<file path="src/rtl/leb_pkg.sv">
package leb_pkg;

    // Edit keys and the closing character of a line.
    localparam logic [7:0] KEY_BACKSPACE = 8'h2D;
    localparam logic [7:0] KEY_LEFT      = 8'h3C;
    localparam logic [7:0] KEY_RIGHT     = 8'h3E;
    localparam logic [7:0] NEWLINE_CHAR  = 8'h0A;

    // Request types on the input channel.
    localparam logic REQ_KEY   = 1'b0;
    localparam logic REQ_FLUSH = 1'b1;

    // Operation broadcast to every cell of the row.
    typedef enum logic [1:0] {
        CELL_HOLD   = 2'd0,
        CELL_INSERT = 2'd1,
        CELL_REMOVE = 2'd2
    } t_cell_op;

    typedef struct packed {
        t_cell_op   op;
        logic [7:0] key;
    } t_cell_ctl;

endpackage

</file>
<file path="src/rtl/line_edit_gap_buffer.sv">
// Line editor over a row of CAPACITY character cells that hold the line in
// order, with the cursor kept as a count of the characters before it. A
// keystroke ('-' backspace, '<' left, '>' right, anything else inserted at
// the cursor) is applied to the row and the cursor counts as it is taken;
// an insert or a backspace moves every cell past the cursor one place along
// the row. An end-of-line request streams the line out of the head of the
// row, shifting the row left one place per transfer, then a newline marked
// end_of_line, and no input is taken until the newline is loaded. Inserts
// into a full line are dropped, and dropped_input is then set on every
// result of that line.
module line_edit_gap_buffer #(
    parameter int CAPACITY = 32
) (
    input  logic       i_clk,
    input  logic       i_rst_n,
    input  logic       i_in_valid,
    output logic       o_in_ready,
    input  logic       i_req_type,
    input  logic [7:0] i_key_code,
    output logic       o_out_valid,
    input  logic       i_out_ready,
    output logic [7:0] o_out_char,
    output logic       o_end_of_line,
    output logic       o_dropped_input
);
    import leb_pkg::*;

    localparam int CNT_W = $clog2(CAPACITY + 1);
    localparam logic [CNT_W:0] CAP_SUM = (CNT_W + 1)'(CAPACITY);

    localparam logic ST_IDLE  = 1'b0;
    localparam logic ST_FLUSH = 1'b1;

    logic             r_state, n_state;
    logic [CNT_W-1:0] r_before, n_before;
    logic [CNT_W-1:0] r_after, n_after;
    logic [CNT_W-1:0] r_remain, n_remain;
    logic             r_ovf, n_ovf;
    logic             r_out_valid, n_out_valid;
    logic [7:0]       r_out_char, n_out_char;
    logic             r_out_eol, n_out_eol;
    logic             r_out_drop, n_out_drop;

    t_cell_ctl        w_ctl;
    logic [CNT_W-1:0] w_pos;
    logic [7:0]       w_char [CAPACITY];
    logic             w_in_fire;
    logic             w_out_free;
    logic [CNT_W:0]   w_sum;
    logic             w_full;

    assign w_in_fire  = i_in_valid && o_in_ready;
    assign w_out_free = !r_out_valid || i_out_ready;
    assign w_sum      = {1'b0, r_before} + {1'b0, r_after};
    assign w_full     = (w_sum >= CAP_SUM);

    // Edit and flush control; drives the row operation for this cycle.
    always_comb begin
        n_state     = r_state;
        n_before    = r_before;
        n_after     = r_after;
        n_remain    = r_remain;
        n_ovf       = r_ovf;
        n_out_valid = r_out_valid && !i_out_ready;
        n_out_char  = r_out_char;
        n_out_eol   = r_out_eol;
        n_out_drop  = r_out_drop;
        w_ctl.op    = CELL_HOLD;
        w_ctl.key   = i_key_code;
        w_pos       = r_before;

        case (r_state)
            ST_IDLE: begin
                if (w_in_fire && i_req_type == REQ_FLUSH) begin
                    n_state  = ST_FLUSH;
                    n_remain = w_sum[CNT_W-1:0];
                end else if (w_in_fire) begin
                    case (i_key_code)
                        KEY_BACKSPACE: begin
                            if (r_before != '0) begin
                                w_ctl.op = CELL_REMOVE;
                                w_pos    = r_before - 1'b1;
                                n_before = r_before - 1'b1;
                            end
                        end
                        KEY_LEFT: begin
                            if (r_before != '0) begin
                                n_before = r_before - 1'b1;
                                n_after  = r_after + 1'b1;
                            end
                        end
                        KEY_RIGHT: begin
                            if (r_after != '0) begin
                                n_before = r_before + 1'b1;
                                n_after  = r_after - 1'b1;
                            end
                        end
                        default: begin
                            if (w_full) begin
                                n_ovf = 1'b1;
                            end else begin
                                w_ctl.op = CELL_INSERT;
                                n_before = r_before + 1'b1;
                            end
                        end
                    endcase
                end
            end
            ST_FLUSH: begin
                if (w_out_free) begin
                    n_out_valid = 1'b1;
                    n_out_drop  = r_ovf;
                    if (r_remain != '0) begin
                        n_out_char = w_char[0];
                        n_out_eol  = 1'b0;
                        n_remain   = r_remain - 1'b1;
                        w_ctl.op   = CELL_REMOVE;
                        w_pos      = '0;
                    end else begin
                        n_out_char = NEWLINE_CHAR;
                        n_out_eol  = 1'b1;
                        n_before   = '0;
                        n_after    = '0;
                        n_ovf      = 1'b0;
                        n_state    = ST_IDLE;
                    end
                end
            end
            default: begin
                n_state = ST_IDLE;
            end
        endcase
    end

    // Control registers.
    always_ff @(posedge i_clk) begin
        if (!i_rst_n) begin
            r_state     <= ST_IDLE;
            r_before    <= '0;
            r_after     <= '0;
            r_remain    <= '0;
            r_ovf       <= 1'b0;
            r_out_valid <= 1'b0;
        end else begin
            r_state     <= n_state;
            r_before    <= n_before;
            r_after     <= n_after;
            r_remain    <= n_remain;
            r_ovf       <= n_ovf;
            r_out_valid <= n_out_valid;
        end
    end

    // Output payload register.
    always_ff @(posedge i_clk) begin
        r_out_char <= n_out_char;
        r_out_eol  <= n_out_eol;
        r_out_drop <= n_out_drop;
    end

    // Row of character cells; each takes from its left or right neighbor.
    for (genvar gi = 0; gi < CAPACITY; gi++) begin : g_row
        logic [7:0] w_left;
        logic [7:0] w_right;
        if (gi == 0) begin : g_head
            assign w_left = i_key_code;
        end else begin : g_mid_l
            assign w_left = w_char[gi-1];
        end
        if (gi == CAPACITY - 1) begin : g_tail
            assign w_right = w_char[gi];
        end else begin : g_mid_r
            assign w_right = w_char[gi+1];
        end
        leb_cell #(
            .CNT_W    (CNT_W),
            .CELL_IDX (gi)
        ) u_cell (
            .i_clk   (i_clk),
            .i_ctl   (w_ctl),
            .i_pos   (w_pos),
            .i_left  (w_left),
            .i_right (w_right),
            .o_char  (w_char[gi])
        );
    end

    assign o_in_ready      = (r_state == ST_IDLE);
    assign o_out_valid     = r_out_valid;
    assign o_out_char      = r_out_char;
    assign o_end_of_line   = r_out_eol;
    assign o_dropped_input = r_out_drop;

    // The line never holds more characters than there are cells.
    a_fill_bound: assert property (@(posedge i_clk) disable iff (!i_rst_n)
        w_sum <= CAP_SUM)
        else $error("line length exceeds capacity");

    // Loading the closing newline empties the line and clears the drop flag.
    a_flush_clears: assert property (@(posedge i_clk) disable iff (!i_rst_n)
        (r_state == ST_FLUSH && w_out_free && r_remain == '0)
        |=> (r_before == '0 && r_after == '0 && !r_ovf && r_out_eol))
        else $error("flush did not clear the line");

    // An insert into a full line is lost and remembered.
    a_drop_flag: assert property (@(posedge i_clk) disable iff (!i_rst_n)
        (w_in_fire && i_req_type == REQ_KEY && w_full
         && i_key_code != KEY_BACKSPACE && i_key_code != KEY_LEFT
         && i_key_code != KEY_RIGHT)
        |=> (r_ovf && $stable(r_before) && $stable(r_after)))
        else $error("insert into a full line was not dropped");

endmodule

</file>
<file path="src/rtl/leb_cell.sv">
module leb_cell #(
    parameter int CNT_W    = 6,
    parameter int CELL_IDX = 0
) (
    input  logic                i_clk,
    input  leb_pkg::t_cell_ctl  i_ctl,
    input  logic [CNT_W-1:0]    i_pos,
    input  logic [7:0]          i_left,
    input  logic [7:0]          i_right,
    output logic [7:0]          o_char
);
    import leb_pkg::*;

    localparam logic [CNT_W-1:0] MY_IDX = CNT_W'(CELL_IDX);

    logic [7:0] r_char;
    logic [7:0] n_char;

    // An insert opens a slot at the position and pushes later cells right.
    // A remove closes the slot at the position and pulls later cells left.
    always_comb begin
        n_char = r_char;
        case (i_ctl.op)
            CELL_INSERT: begin
                if (MY_IDX == i_pos) begin
                    n_char = i_ctl.key;
                end else if (MY_IDX > i_pos) begin
                    n_char = i_left;
                end
            end
            CELL_REMOVE: begin
                if (MY_IDX >= i_pos) begin
                    n_char = i_right;
                end
            end
            default: begin
                n_char = r_char;
            end
        endcase
    end

    always_ff @(posedge i_clk) begin
        r_char <= n_char;
    end

    assign o_char = r_char;

endmodule

</file>
<file path="config.mk">
export PLATFORM = sky130hd
export DESIGN_NAME = line_edit_gap_buffer
export DESIGN_NICKNAME = d
export VERILOG_FILES = /design/src/rtl/leb_pkg.sv /design/src/rtl/line_edit_gap_buffer.sv /design/src/rtl/leb_cell.sv
export SDC_FILE = /design/constraint.sdc
export NUM_CORES = 1
export LEC_CHECK = 0
export ABC_CLOCK_PERIOD_IN_PS = 5100
export BUFFER_PORTS_ARGS = -buffer_cell sky130_fd_sc_hd__buf_2
export CORE_ASPECT_RATIO = 1.4
export CORE_MARGIN = 2
export CORE_UTILIZATION = 30
export CTS_CLUSTER_DIAMETER = 100
export DETAILED_ROUTE_END_ITERATION = 8
export SKIP_LAST_GASP = 1
export SYNTH_ARGS = -nofsm -noshare
export SYNTH_HDL_FRONTEND = slang
export SYNTH_SLANG_ARGS = --single-unit
</file>
<file path="constraint.sdc">
create_clock -name i_clk -period 5.1 [get_ports i_clk]
set_clock_uncertainty 0.15 [all_clocks]
set_input_delay 1.02 -clock i_clk [delete_from_list [all_inputs] [get_ports i_clk]]
set_output_delay 1.02 -clock i_clk [all_outputs]
set_load 0.02 [all_outputs]
</file>
After elaboration in Yosys (flattened, before gate mapping):

Index checks and enable logic that the tools add are counted.

* register bits after elaboration: 287
* bits in latches: 0
* bits in writable memories: 0
* ROM bits: 0
* input port bits: 13
* memories kept: 0

* add/subtract/negate cells: 6
* $mul: 0
* div/mod/pow operators: 0
* order comparisons: 64
* eq/ne operators: 110
* shift operators: 0
* mux-type cells: 173
* bitwise logic cells: 1
* reduce and logical (&&, ||, !) cells: 52

Operators with widths (count)
* 8-bit two-way mux: 95
* 8-bit case mux with 2 select lines: 31
* 6-bit two-way mux: 19
* 5-bit by 6-bit == test with 1-bit output (first input constant): 16
* 5-bit by 6-bit greater-than comparator with 1-bit output (first input constant): 16
* 3-bit by 1-bit inequality test with 1-bit output (second input constant): 32
* 3-bit AND reduction: 32
* 5-bit by 6-bit greater-or-equal comparator with 1-bit output (first input constant): 15
* 2-bit by 1-bit inequality test with 1-bit output (second input constant): 36
* 6-bit case mux with 2 select lines: 6
* 4-bit by 6-bit == test with 1-bit output (first input constant): 8
* 4-bit by 6-bit greater-or-equal comparator with 1-bit output (first input constant): 8
* 4-bit by 6-bit greater-than comparator with 1-bit output (first input constant): 8
* 3-bit by 6-bit == test with 1-bit output (first input constant): 4
* 8-bit by 6-bit == test with 1-bit output (second input constant): 3
* 3-bit by 6-bit greater-or-equal comparator with 1-bit output (first input constant): 4
* 3-bit by 6-bit greater-than comparator with 1-bit output (first input constant): 4
* 6-bit nonzero test: 3
* 6-bit by 1-bit subtractor with 6-bit output (second input constant): 3
* 1-bit two-way mux: 13
* 6-bit by 1-bit adder with 6-bit output (second input constant): 2
* 2-bit by 6-bit == test with 1-bit output (first input constant): 2
* 1-bit by 6-bit greater-or-equal comparator with 1-bit output (first input constant): 2
* 2-bit by 6-bit greater-or-equal comparator with 1-bit output (first input constant): 2
* 24 further kinds: 42

Logic depth before layout (Yosys ltp):

Gate-level depths: netlist of the first run.

* depth in word-level cells: 10
* mapped depth: 15

Cells and area by module:

From an unflattened synthesis of the first run, not the netlist that was laid out.

* cells, all modules: 1974
* area total of the unflattened synthesis: 18529.0 µm²

Modules (own cells, without submodules)
* line_edit_gap_buffer: instances 1, cells an instance 270, area each 2287.2 µm², seq. area each 720.7 µm²
* leb_cell at g_row[16].u_cell ...: instances 3, cells an instance 53, area each 489.2 µm², seq. area each 240.2 µm²
* leb_cell at g_row[6].u_cell ...: instances 2, cells an instance 58, area each 528.0 µm², seq. area each 240.2 µm²
* leb_cell at g_row[17].u_cell ...: instances 2, cells an instance 52, area each 491.7 µm², seq. area each 240.2 µm²
* leb_cell at g_row[10].u_cell: instances 1, cells an instance 53, area each 575.6 µm², seq. area each 240.2 µm²
* leb_cell at g_row[18].u_cell: instances 1, cells an instance 53, area each 574.3 µm², seq. area each 240.2 µm²
* leb_cell at g_row[24].u_cell: instances 1, cells an instance 54, area each 564.3 µm², seq. area each 240.2 µm²
* leb_cell at g_row[4].u_cell: instances 1, cells an instance 54, area each 546.8 µm², seq. area each 240.2 µm²
* leb_cell at g_row[29].u_cell: instances 1, cells an instance 60, area each 543.0 µm², seq. area each 240.2 µm²
* leb_cell at g_row[27].u_cell: instances 1, cells an instance 57, area each 538.0 µm², seq. area each 240.2 µm²
* leb_cell at g_row[22].u_cell: instances 1, cells an instance 59, area each 528.0 µm², seq. area each 240.2 µm²
* leb_cell at g_row[1].u_cell: instances 1, cells an instance 54, area each 516.7 µm², seq. area each 240.2 µm²
* leb_cell at g_row[15].u_cell: instances 1, cells an instance 52, area each 509.2 µm², seq. area each 240.2 µm²
* leb_cell at g_row[12].u_cell: instances 1, cells an instance 52, area each 505.5 µm², seq. area each 240.2 µm²
* +15 rows

Least setup slack after synthesis of the first run:

OpenSTA, ideal clock, no wires.

* path kind: register to register
* start point: reg r_after[0]
* end point: reg g_row[12].u_cell.r_char[0], enable pin
* setup time: 375 ps
* arrival: 4180 ps
* required time: 4575 ps
* slack: 395 ps
* stages on the path, launching flop included: 16
* path buffers: 3
* period minus slack after synthesis: 4705 ps
* cells stage by stage: dfxtp_1 > ha_1 > fa_1 > a21o_1 > a21oi_1 > or4b_2 > a311oi_1 > and3_1 > inv_1 > ha_1 > clkbuf_1 > clkbuf_1 > nor2_1 > clkbuf_1 > a21oi_1 > a21oi_1

* word-level cells in the longest chain between the ends: 10
* elaborated cells on any way between the ends: 13
* those cells by class: 1 x add/sub; 1 x order compare; 4 x eq/ne; 5 x mux; 2 x reduce/logical

Ends and longest elaborated chain
* start: declaration: RTL line line_edit_gap_buffer.sv:36 `logic [CNT_W-1:0] r_after, n_after;`
* start signal: assignment: RTL line line_edit_gap_buffer.sv:147 `r_after <= n_after;`
* 6-bit by 6-bit adder with 7-bit output (*): RTL line line_edit_gap_buffer.sv:54 `assign w_sum = {1'b0, r_before} + {1'b0, r_after};`
* 7-bit by 6-bit greater-or-equal comparator with 1-bit output (*): RTL line line_edit_gap_buffer.sv:55 `assign w_full = (w_sum >= CAP_SUM);`
* 1-bit two-way mux (*): RTL line line_edit_gap_buffer.sv:99 `if (w_full) begin`
* 2-bit case mux with 2 select lines (*): RTL line line_edit_gap_buffer.sv:78 `case (i_key_code)`
* 2-bit two-way mux (*): RTL line line_edit_gap_buffer.sv:77 `end else if (w_in_fire) begin`
* 2-bit two-way mux (*): RTL line line_edit_gap_buffer.sv:74 `if (w_in_fire && i_req_type == REQ_FLUSH) begin`
* 2-bit case mux with 2 select lines (*): RTL line line_edit_gap_buffer.sv:72 `case (r_state)`
* 2-bit by 1-bit == test with 1-bit output or 2-bit == test (tied branches): RTL line leb_cell.sv:23 `case (i_ctl.op)`
* 3-bit by 1-bit inequality test with 1-bit output (no line), or another cell as far along
* 3-bit AND reduction (no line) (*)
* end signal: assignment: RTL line leb_cell.sv:43 `r_char <= n_char;`
* end: declaration: RTL line leb_cell.sv:16 `logic [7:0] r_char;`

Mark *: on every way between the ends. The rest lies on a longest branch, timed or not.
A chain may end at the register's enable or synchronous reset.

Final worst setup path of the first run:

* start point: reg r_after[0]
* end point: reg g_row[15].u_cell.r_char[5], data pin

* word-level cells in the longest chain between the ends: 9
* elaborated cells on any way between the ends: 10
* those cells by class: 1 x add/sub; 1 x order compare; 2 x eq/ne; 6 x mux

Ends and longest elaborated chain
* 6-bit by 6-bit adder with 7-bit output (*): RTL line line_edit_gap_buffer.sv:54
* 7-bit by 6-bit greater-or-equal comparator with 1-bit output (*): RTL line line_edit_gap_buffer.sv:55
* 1-bit two-way mux (*): RTL line line_edit_gap_buffer.sv:99
* 2-bit case mux with 2 select lines (*): RTL line line_edit_gap_buffer.sv:78
* 2-bit two-way mux (*): RTL line line_edit_gap_buffer.sv:77
* 2-bit two-way mux (*): RTL line line_edit_gap_buffer.sv:74
* 2-bit case mux with 2 select lines (*): RTL line line_edit_gap_buffer.sv:72
* 2-bit == test or 2-bit by 1-bit == test with 1-bit output (tied branches): RTL line leb_cell.sv:23
* 8-bit case mux with 2 select lines (*): RTL line leb_cell.sv:23
* via g_row[15].u_cell.n_char[5]: RTL line leb_cell.sv:17 `logic [7:0] n_char;`
* end signal: assignment: RTL line leb_cell.sv:43
* end: declaration: RTL line leb_cell.sv:16

Mark *: on every way through the listed nets, which the timed path passes. The rest lies on a longest branch.

==> results by group, run 1 <==
Synth
  – Post-synth ARST share: 0%
  – Synthesis Warnings: 0
  – Avg Inst Size Synth: 11.24 sq um
  – Most common cell in the netlist: edfxtp_1
  – Post-synth top cells: 266 x edfxtp_1, 135 x nand2_1, 100 x a21o_1, 93 x a22o_1, 90 x clkbuf_1
  – Synth top area cells: edfxtp_1 50%, a22o_1 5.1%, a21o_1 4.7%
  – Seq cells post-synth: 287
  – Post-Syn Nets: 1444
  – Netlist Area Pre-Place: 0.01586 sq mm
  – Post-synth EDFFs: 266
  – Sequential area share after synthesis: 53.00%
  – Yosys top cell by area: edfxtp_1
  – Share of the synthesized area in the top cell type: 50.35%
  – Unique cell type count in the Yosys netlist: 84
  – Cells after synthesis: 1411
  – Synth Flop Type: edfxtp_1

Min path
  – WHS Path Cells: 0
  – Hold Crit Start: r_ovf
  – Hold Path Class: flip-flop to flip-flop
  – Hold EP: o_dropped_input

Power
  – Net switching power: 1730 uW
  – Static leakage: 0.006635 uW
  – Internal power: 4439 uW
  – Reg power frac: 50.7%
  – Power per Cell Area: 343.3 mW/mm^2
  – Gate power share: 16.8%
  – Switching Share: 28.05%
  – Power Total: 6169 uW
  – Clk pwr share: 32.5%
  – Maximum vdd ir drop: 0.2470 mV

Layout
  – Area Overhead vs Synth: 13.28%
  – N_diodes: 0
  – Post-route insts no fill: 2168
  – Fillers: 5197
  – Layout cells sized above 1: 14.99%
  – Post-route cell area: 0.01797 sq mm
  – Final Util: 34.46%
  – Final nets: 1473

Drt
  – DRT Pass-1 Iters: 5
  – WL/cell: 21.36 microns
  – Routed wire length: 46320 microns
  – DRC errors left: 0
  – DRT iter0 DRCs: 1116
  – Via count: 12.20k
  – Final antenna-violating net count: 0
  – Vias per cell: 5.629

Floorplan
  – Initial Utilization: 30.42%
  – Die outline height: 276.1 microns
  – IO Count: 25
  – Row count: 99
  – Core ar.: 0.05215 sq mm
  – Die Area: 0.05476 sq mm
  – Die width: 198.4 microns

Job
  – Max-cap violations: 0

Clock tree
  – Clock latency on the worst-skew pair: 0.58 ns
  – CTS buffer count: 28
  – Deepest clock path buffer count: 3
  – CTS tree: done
  – Hold_buf cts: 0
  – Number of setup buffers added after CTS: 0
  – Clock tree sinks: 287
  – CTS resizes: 0
  – Clock transition at the registers of the reported paths: 0.07 ns
  – Root buffer cell: clkbuf_16
  – Htree depth: 1

Critical path
  – Setup CP Type: flip-flop to flip-flop
  – Crit-path max FO: 63
  – Worst r2r src: r_after[0]
  – Reg2Reg Setup Slack: 0.55 ns
  – Crit end category: flip-flop
  – WP data arrival: 4.84 ns
  – CP Data Required Time: 5.40 ns
  – Worst setup SP type: flip-flop
  – Worst r2r dst: g_row[15].u_cell.o_char[5]
  – Reg2reg path depth: 12

Status
  – Run status: finished clean

Place
  – Port bufs: 24
  – RePlAce Congestion: 0.8902
  – Area after DPL: 0.01712 sq mm
  – Dpl cells: 2117
  – Post-detail-place hpwl: 33980 microns

STA
  – Final hold viol count: 0
  – Slew Limit Fails: 0
  – Final Setup Violations: 0
  – Fmax: 0.2200 GHz
  – Post-route minimum period: 4.546 ns
  – Setup TNS: 0 ns
  – Max-Slew Margin vs Limit: 30.98%
  – RSZ-0062 raised after global routing: no
  – Slew at the pin closest to its max-slew limit: 1.030 ns
  – Final period util: 89.15%

Global route
  – Vias in the first global route: 12.07k
  – Initial antenna violation count: 0
  – Largest net degree at the start of global routing: 164
  – First-pass GRT wire length: 71350 microns
  – GRT Residual Overflow: 0
  – Global Route Usage Sum: 16.58%
layer usage:
| layer | GRT usage (%) | vias to the layer above | share of wire (%) |
|---|---|---|---|
| li1 | - | 5607 | - |
| met1 | 19.29 | 6067 | 39 |
| met2 | 30.81 | 423 | 53 |
| met3 | 1.293 | 107 | 4.3 |
| met4 | 7.095 | 0 | 3.9 |
| met5 | 0 | - | 0 |
power groups by stage:
stage          Clock, uW  Sequential [uW]  Combinational (uW)
2_1_floorplan          0             3110                 689
3_3_place_gp           0             3170                1000
3_5_place_dp           0             3180                1020
4_1_cts             2060             3130                1030
5_1_grt             2130             3150                1120
6_report            2010             3130                1030
per-stage QoR:
| step | setup WS [ns] | hold WS (ns) |
|---|---|---|
| floorplan | 0.3947 | 0.2588 |
| global placement | 0.5132 | 0.3348 |
| detailed placement | 0.4483 | 0.3247 |
| CTS | 0.5290 | 0.3603 |
| global route | 0.2101 | 0.3748 |
| finish | 0.5536 | 0.3298 |
cells by family (layout without fill, tap and decap cells):
| logic type | after synthesis | in the layout | share of synthesized area (%) |
|---|---|---|---|
| compound gates | 490 | 490 | 24.13 |
| xor+xnor | 10 | 10 | 0.5521 |
| fa+ha+maj | 20 | 20 | 1.672 |
| buf+inv | 142 | 192 | 3.770 |
| flops | 287 | 287 | 53.00 |
| mux | 49 | 49 | 3.194 |
| simple gates | 413 | 413 | 13.68 |
area by class of cell:
type	count	area (sq um)	area share [%]
inverters	26	97.59	0.5431
multi-input cells	982	6897	38.38
repair buffers	115	828.3	4.609
clock buffers	35	726.9	4.045
clock inverters	16	128.9	0.7171
well taps	707	884.6	4.922
flip-flops and latches	287	8408	46.79
worst max-delay path by stage:
| stage | end | from | cells past startpoint |
|---|---|---|---|
| after floorplan | g_row[12].u_cell.o_char[0] | r_after[0] | 15 |
| after global placement | g_row[15].u_cell.o_char[2] | r_after[0] | 12 |
| after detailed placement | g_row[30].u_cell.o_char[5] | i_key_code[1] | 9 |
| after CTS | g_row[15].u_cell.o_char[5] | r_after[0] | 12 |
| after global routing | g_row[17].u_cell.o_char[3] | r_after[0] | 12 |
| final | g_row[15].u_cell.o_char[5] | r_after[0] | 12 |
sequential cells by signal (all words and copies together) (netlist names):
| signal | cells |
|---|---|
| o_out_valid | 1 |
| r_ovf | 1 |
| r_after | 6 |
| r_remain | 6 |
| o_out_char | 8 |
| g_row.u_cell.o_char | 256 |
| o_dropped_input | 1 |
| r_before | 6 |
| r_state | 1 |
| o_end_of_line | 1 |
cell usage in the layout, fill, tap and decap left out, types with 43 or more instances in the layout:
master,Yosys,final
a22o_1,93,93
nand2_1,135,135
edfxtp_1,266,266
a21oi_1,56,56
nand3_1,43,43
buf_4,3,89
o21ai_0,53,53
a221o_1,66,66
a21o_1,100,100
nor2_1,66,66
critical path, stage by stage (launching register included):
cell,delay [ns]
dfxtp_1,0.37
ha_1,0.23
fa_1,0.40
a21o_1,0.17
a21oi_1,0.19
or4b_2,0.61
a311oi_1,0.47
and3_1,0.30
inv_1,0.09
ha_4,0.21
buf_4,0.32
nor2_1,0.60
a221o_1,0.26
Note: power is estimated with default switching activity, not from simulation.
==> run 2, diff against run 1 <==
--- a/config.mk
+++ b/config.mk
@@ -12,6 +12,7 @@
 export CORE_UTILIZATION = 30
 export CTS_CLUSTER_DIAMETER = 100
 export DETAILED_ROUTE_END_ITERATION = 8
+export SETUP_SLACK_MARGIN = 0.1
 export SKIP_LAST_GASP = 1
 export SYNTH_ARGS = -nofsm -noshare
 export SYNTH_HDL_FRONTEND = slang
==> constraint.sdc (replaced) <==
create_clock -name i_clk -period 5.1 [get_ports i_clk]
set_clock_uncertainty 0.15 [all_clocks]
set_input_delay 0 -clock i_clk [delete_from_list [all_inputs] [get_ports i_clk]]
set_output_delay 0 -clock i_clk [all_outputs]
set_load 0.02 [all_outputs]
==> run 2 against run 1 <==
Effect of this change: combinational power is essentially flat; sequential power is essentially flat; register-to-register slack is essentially flat; first-iteration DRC count grew 0.27%; via count shrank 0.73%; non-clock buffer count grew 2; highest routed layer unchanged.
==> results by group, run 2 (synthesis results as in run 1) <==
Status
  – Run status: finished clean

Critical path
  – Crit path buf inv count: 2 (unchanged)
  – Slowest CP cell: nor2_1
  – CP Data Required Time: 5.39 ns (about the same)
  – WP data arrival: 4.85 ns (about the same)
  – Worst setup SP type: flip-flop
  – Crit end category: flip-flop
  – Crit-path cells: ha_1 > fa_1 > a21o_1 > a21oi_1 > or4b_2 > a311oi_1 > and3_1 > inv_1 > ha_4 > buf_12 > nor2_1 > a221o_1
  – Crit path largest cell delay: 0.68 ns (+0.07 ns)
  – Setup CP Type: flip-flop to flip-flop
  – Crit-path max FO: 148 (+130%)
  – Crit path max-delay family: simple AND/OR/NAND/NOR gates

Power
  – Maximum vdd ir drop: 0.2677 mV (+8.4%)
  – Clk pwr share: 34.0% (+1.5 points)
  – Switching Share: 27.15% (-0.89 points)
  – Reg power frac: 49.6% (-1.1 points)
  – Static leakage: 0.006675 uW (+0.61%)
  – Gate power share: 16.4% (-0.4 points)
  – Internal power: 4595 uW (+3.5%)
  – Power per Cell Area: 348.5 mW/mm^2 (+1.5%)
  – Net switching power: 1713 uW (-1.0%)

STA
  – Final period util: 89.40% (+0.26 points)
  – Setup TNS: 0 ns (unchanged)
  – RSZ-0062 raised after global routing: no
  – Final hold viol count: 0 (unchanged)
  – Post-route minimum period: 4.559 ns (+0.01305 ns)
  – Slew at the pin closest to its max-slew limit: 1.123 ns (+0.09211 ns)
  – Final Setup Violations: 0 (unchanged)
  – Max-Slew Margin vs Limit: 24.54% (-6.4 points)
  – Fmax: 0.2193 GHz (-0.29%)
  – Slew Limit Fails: 0 (unchanged)

Min path
  – Hold Path Class: input port to flip-flop

Drt
  – DRT iter0 DRCs: 1119 (+0.27%)
  – DRC errors left: 0 (unchanged)
  – Via count: 12.12k (-0.73%)
  – Vias per cell: 5.580 (-0.87%)
  – Routed wire length: 46070 microns (-0.54%)
  – DRT Pass-1 Iters: 8 (+3)
  – Final antenna-violating net count: 0 (unchanged)
  – WL/cell: 21.22 microns (-0.67%)

Layout
  – Layout cells sized above 1: 14.07% (-0.92 points)
  – Commonest non-fill, non-tap cell in the layout: edfxtp_1
  – Area Overhead vs Synth: 14.08%
  – Number of flip-flops under the largest register name: 256 (unchanged)
  – Final Util: 34.70% (+0.24 points)
  – Most frequent cells in the layout: 266 x edfxtp_1, 135 x nand2_1, 100 x a21o_1, 93 x a22o_1, 75 x buf_4
  – N_diodes: 0 (unchanged)
  – Final nets: 1476 (+0.20%)

Clock tree
  – Deepest clock path buffer count: 3 (unchanged)
  – CTS buffer count: 29 (+3.6%)
  – Clock transition at the registers of the reported paths: 0.06 ns (about the same)
  – Clock tree sinks: 287 (unchanged)
  – Clock latency on the worst-skew pair: 0.57 ns (about the same)
  – Root buffer cell: clkbuf_16
  – Htree depth: 1 (unchanged)
  – CTS resizes: 0 (unchanged)
  – CTS tree: done

Global route
  – Global Route Usage Sum: 16.50% (-0.078 points)
  – Initial antenna violation count: 0 (unchanged)
  – GRT Residual Overflow: 0 (unchanged)
  – Vias in the first global route: 12.13k (+0.56%)
  – Largest net degree at the start of global routing: 149 (-9.1%)
  – First-pass GRT wire length: 71250 microns (-0.14%)

Place
  – Post-detail-place hpwl: 32610 microns (-4.0%)
  – Port bufs: 24 (unchanged)
  – RePlAce Congestion: 0.8766 (-1.5%)

Floorplan
  – Row count: 99 (unchanged)
  – Die outline height: 276.1 microns (unchanged)
  – Die width: 198.4 microns (unchanged)
  – Die Area: 0.05476 sq mm (unchanged)
  – IO Count: 25 (unchanged)
  – Core ar.: 0.05215 sq mm (unchanged)
  – Initial Utilization: 30.42% (unchanged)

Job
  – Max-cap violations: 0 (unchanged)
## run 2: changes by cell type in the layout (fill, tap and decap cells not counted)
cell / delta
clkinvlp_2: -1
clkbuf_1: -1
clkbuf_16: +1
clkinv_1: +1
buf_4: -14
clkinv_8: -2
bufinv_16: +2
clkinv_2: -1
inv_6: +1
dlygate4sd3_1: +16
clkbuf_8: +2
clkinvlp_4: -1
## run 2: final cells by class
| cell class | instances | area, sq um |
|---|---|---|
| Sequential cell | 287 | 8408 |
| Clock inverter | 15 | 151.4 |
| Inverter | 26 | 97.59 |
| Tap cell | 707 | 884.6 |
| Timing Repair Buffer | 117 | 883.3 |
| Clock buffer | 37 | 775.7 |
| Multi-Input combinational cell | 982 | 6897 |
| Fill cell | 5229 | 34050 |
## run 2: per-stage QoR
| step | std cells | total power, uW | cell area [sq um] | worst slack [ns] | hold WS [ns] |
|---|---|---|---|---|---|
| 4_1_cts | 2171 | 6349 | 18100 | 0.5728 | 0.2765 |
| 3_3_place_gp | 2103 | 4159 | 17010 | 0.5795 | 0.1290 |
| 5_1_grt | 2171 | 6539 | 18100 | 0.3419 | 0.3169 |
| 6_report | 2171 | 6308 | 18100 | 0.5405 | 0.2846 |
| 3_5_place_dp | 2103 | 4191 | 17010 | 0.5900 | 0.1415 |
| 2_1_floorplan | 1411 | 3797 | 15860 | 0.3947 | -0.009394 |
## run 2: power groups by stage
stage / clock network [uW] / logic (uW) / registers (uW)
3_3_place_gp: 0 / 994 / 3160
4_1_cts: 2190 / 1030 / 3120
2_1_floorplan: 0 / 689 / 3110
3_5_place_dp: 0 / 1020 / 3170
5_1_grt: 2260 / 1130 / 3150
6_report: 2150 / 1040 / 3130
## run 2: path summary, 6_finish.rpt
kind	cells after the start	to	slack (ns)	start
worst max-delay path	12	g_row[2].u_cell.o_char[4]	0.54	r_after[0]
worst min-delay path	4	r_remain[3]	0.28	i_rst_n
worst min register to register	0	o_dropped_input	0.35	r_ovf
worst max register to register	12	g_row[2].u_cell.o_char[4]	0.54	r_after[0]
## run 2: layer usage
layer  part of all wire [%]  GRT usage [%]  vias up
met4                    3.7          6.960        0
li1                       -              -     5612
met1                     39          19.28     6029
met3                    4.3          1.598       99
met2                     53          30.39      375
met5                      0              0        -
## run 2: worst register-to-register path, cell delays in order, from the launching register on
cell and delay, ns:
dfxtp_1 0.37, ha_1 0.23, fa_1 0.42, a21o_1 0.18
a21oi_1 0.21, or4b_2 0.60, a311oi_1 0.40, and3_1 0.31
inv_1 0.10, ha_4 0.22, buf_12 0.25, nor2_1 0.75
a221o_1 0.26
## run 2: timing repair
action	CTS	global route
hold buffers	16	0
buffers inserted	0	0
hold endpoints to repair	60	0
==> run 3, diff against run 2 <==
--- a/config.mk
+++ b/config.mk
@@ -10,10 +10,12 @@
 export CORE_ASPECT_RATIO = 1.4
 export CORE_MARGIN = 2
 export CORE_UTILIZATION = 30
+export CTS_BUF_LIST = sky130_fd_sc_hd__clkbuf_8
 export CTS_CLUSTER_DIAMETER = 100
 export DETAILED_ROUTE_END_ITERATION = 8
 export SETUP_SLACK_MARGIN = 0.1
 export SKIP_LAST_GASP = 1
 export SYNTH_ARGS = -nofsm -noshare
 export SYNTH_HDL_FRONTEND = slang
+export SYNTH_HIERARCHICAL = 1
 export SYNTH_SLANG_ARGS = --single-unit
==> run 3 against run 2 <==
Effect of this change: design area is 13% higher; hold slack got worse by 0.25 ns; register-to-register slack improved by 0.10 ns; first-iteration DRC count increased by 15%; critical path depth is 4 lower; setup slack better by 0.10 ns; largest power group unchanged.
==> results by group, run 3 <==
Status
  – Run status: finished clean

STA
  – Setup TNS: 0 ns (unchanged)
  – Slew at the pin closest to its max-slew limit: 1.270 ns (+0.1476 ns)
  – RSZ-0062 raised after global routing: no
  – Final hold viol count: 0 (unchanged)
  – Final period util: 87.38% (-2.0 points)
  – Max-Slew Margin vs Limit: 14.67% (-9.9 points)
  – Fmax: 0.2244 GHz (+2.3%)
  – Final Setup Violations: 0 (unchanged)
  – Slew Limit Fails: 0 (unchanged)
  – Post-route minimum period: 4.457 ns (-0.1029 ns)

Layout
  – Most frequent cells in the layout: 266 x edfxtp_1, 263 x nor2_1, 194 x a31oi_1, 131 x o21ai_0, 121 x nand3_1
  – Commonest non-fill, non-tap cell in the layout: edfxtp_1
  – Fillers: 6253 (+20%)
  – Area Overhead vs Synth: 9.913%
  – Area of the multi-input gates: 0.009027 sq mm (+31%)
  – Layout cells sized above 1: 13.68% (-0.39 points)
  – Final nets: 2009 (+36%)
  – Number of flip-flops under the largest register name: 256 (unchanged)
  – Reg area: 0.008408 sq mm (unchanged)

Drt
  – Vias per cell: 5.687 (+1.9%)
  – Final antenna-violating net count: 0 (unchanged)
  – WL/cell: 19.96 microns (-5.9%)
  – Via count: 16.08k (+33%)
  – DRT iter0 DRCs: 1282 (+15%)
  – DRC errors left: 0 (unchanged)
  – DRT Pass-1 Iters: 5 (-3)
  – Routed wire length: 56450 microns (+23%)

Global route
  – Largest net degree at the start of global routing: 82 (-45%)
  – Global Route Usage Sum: 16.91% (+0.41 points)
  – Vias in the first global route: 15.95k (+32%)
  – Initial antenna violation count: 1 (+1)
  – First-pass GRT wire length: 87420 microns (+23%)
  – GRT Residual Overflow: 0 (unchanged)

Critical path
  – Crit-path max FO: 18 (-88%)
  – Worst setup SP type: flip-flop
  – WP data arrival: 4.51 ns (-0.34 ns)
  – CP Data Required Time: 5.16 ns (-0.23 ns)
  – Crit path largest cell delay: 0.97 ns (+0.29 ns)
  – Slowest CP cell: nor3_1
  – Crit-path cells: ha_1 > a21oi_2 > o22ai_1 > or4_4 > a21oi_4 > buf_4 > xnor2_1 > nor3_1
  – Setup CP Type: flip-flop to flip-flop
  – Crit end category: flip-flop

Clock tree
  – CTS tree: done
  – CTS buffer count: 44 (+52%)
  – Deepest clock path buffer count: 3 (unchanged)
  – Clock latency on the worst-skew pair: 0.61 ns (+0.04 ns)
  – CTS resizes: 0 (unchanged)
  – Clock transition at the registers of the reported paths: 0.06 ns (about the same)
  – Clock tree sinks: 287 (unchanged)
  – Root buffer cell: clkbuf_8
  – Htree depth: 2 (+1)

Synth
  – Netlist Area Pre-Place: 0.01853 sq mm (+17%)
  – Most common cell in the netlist: edfxtp_1
  – Post-synth top cells: 266 x edfxtp_1, 264 x nor2_1, 194 x a31oi_1, 133 x o21ai_0, 121 x nand3_1
  – Post-Syn Nets: 2004 (+39%)
  – Sequential area share after synthesis: 45.38% (-7.6 points)
  – Yosys top cell by area: edfxtp_1
  – Cells after synthesis: 1974 (+40%)
  – Post-synth EDFFs: 266 (unchanged)
  – Avg Inst Size Synth: 9.387 sq um (-17%)
  – Synth Flop Type: edfxtp_1
  – Unique cell type count in the Yosys netlist: 103 (+23%)
  – Post-synth ARST share: 0% (unchanged)
  – Synthesis Warnings: 6 (+6)
  – Synth top area cells: edfxtp_1 43%, a31oi_1 6.6%, nor2_1 5.3%
  – Share of the synthesized area in the top cell type: 43.11% (-7.2 points)
  – Seq cells post-synth: 287 (unchanged)

Place
  – Port bufs: 24 (unchanged)
  – RePlAce Congestion: 0.8614 (-1.7%)
  – Post-detail-place hpwl: 38650 microns (+19%)

Power
  – Power Total: 6181 uW (-2.0%)
  – Maximum vdd ir drop: 0.2008 mV (-25%)
  – Static leakage: 0.006750 uW (+1.1%)
  – Power per Cell Area: 303.5 mW/mm^2 (-13%)

Min path
  – Hold Path Class: input port to flip-flop

Job
  – Max-cap violations: 0 (unchanged)

Floorplan
  – Die Area: 0.06380 sq mm (+16%)
  – Initial Utilization: 30.42% (about the same)
  – Row count: 107 (+8.1%)
  – Die width: 214.0 microns (+7.9%)
  – Core ar.: 0.06091 sq mm (+17%)
  – Die outline height: 298.1 microns (+8.0%)
  – IO Count: 25 (unchanged)
[run 3: cell count changes after synthesis, moves of 78 or more]
cell     before  now
nor2_1       66  264
a31oi_1       5  194
o21ai_1       6  107
a21o_1      100    5
a22o_1       93    0
o21ai_0      53  133
nand2_1     135   57
nand3_1      43  121
[run 3: critical path, delay by kind of cell, from the launching register on]
| kind | cells | cell delay (ns) |
|---|---|---|
| AO/OA/AOI/OAI | 3 | 1.03 |
| XOR/XNOR | 1 | 0.08 |
| adder cells (fa/ha/maj) | 1 | 0.38 |
| buffers and inverters | 1 | 0.30 |
| flip-flops | 1 | 0.66 |
| AND/OR/NAND/NOR | 2 | 1.45 |
[run 3: cell families (layout without fill, tap and decap cells)]
family	Yosys count	in the layout	synth area share, %
simple gates	745	745	21.98
flops	287	287	45.38
fa+ha+maj	17	17	1.229
compound gates	683	683	23.62
mux	4	4	0.2228
xor+xnor	23	23	1.087
other cells	0	1	0
buf+inv	215	251	6.482
[run 3: area by class of cell]
cell class	count	area share (%)
Timing Repair Buffer	117	4.436
Clock buffer	46	3.109
Clock inverter	31	0.7618
Inverter	57	1.051
Tap cell	817	5.019
Sequential cell	287	41.29
Antenna cell	1	0.01229
Multi-Input combinational cell	1472	44.33
[run 3: power by group]
part | total (uW) | leakage, uW | switching, uW | internal [uW]
Combinational | 1150 | 0.00364 | 741 | 406
Clock | 1850 | 0.000454 | 966 | 884
Sequential | 3180 | 0.00266 | 191 | 2990
[run 3: metal layers]
| metal | part of all wire (%) | wire, microns | vias to the layer above | GRT usage [%] |
|---|---|---|---|---|
| li1 | - | - | 7562 | - |
| met1 | 38 | 21390 | 7759 | 18.70 |
| met2 | 52 | 29590 | 601 | 31.82 |
| met3 | 5.2 | 2954 | 161 | 1.930 |
| met4 | 4.5 | 2520 | 0 | 8.325 |
| met5 | 0 | 0 | - | 0 |
[run 3: final timing paths]
kind | from | end | slack [ns] | cells past startpoint
min | i_key_code[3] | g_row[12].u_cell/o_char[3] | 0.04 | 4
max reg2reg | r_before[3] | g_row[25].u_cell/o_char[5] | 0.64 | 8
min reg2reg | r_ovf | o_dropped_input | 0.32 | 0
max | r_before[3] | g_row[25].u_cell/o_char[5] | 0.64 | 8
[run 3: metrics by stage]
stage / util [%] / hold slack (ns) / setup WS, ns / cells / cell area [sq um]
floorplan: - / 0.03796 / 0.1669 / 1974 / 18610
global placement: 31.99 / 0.1806 / 0.8657 / 2741 / 19480
detailed placement: 31.99 / 0.2067 / 0.7795 / 2741 / 19480
CTS: 33.43 / 0.01338 / 0.7352 / 2827 / 20360
global route: 33.43 / 0.04608 / 0.4588 / 2828 / 20370
finish: 33.43 / 0.03684 / 0.6434 / 2828 / 20370
[run 3: what timing repair did]
| action | in CTS | in global routing |
|---|---|---|
| hold endpoints to repair | 22 | 0 |
| hold buffers | 9 | 0 |
| buffers inserted | 0 | 0 |
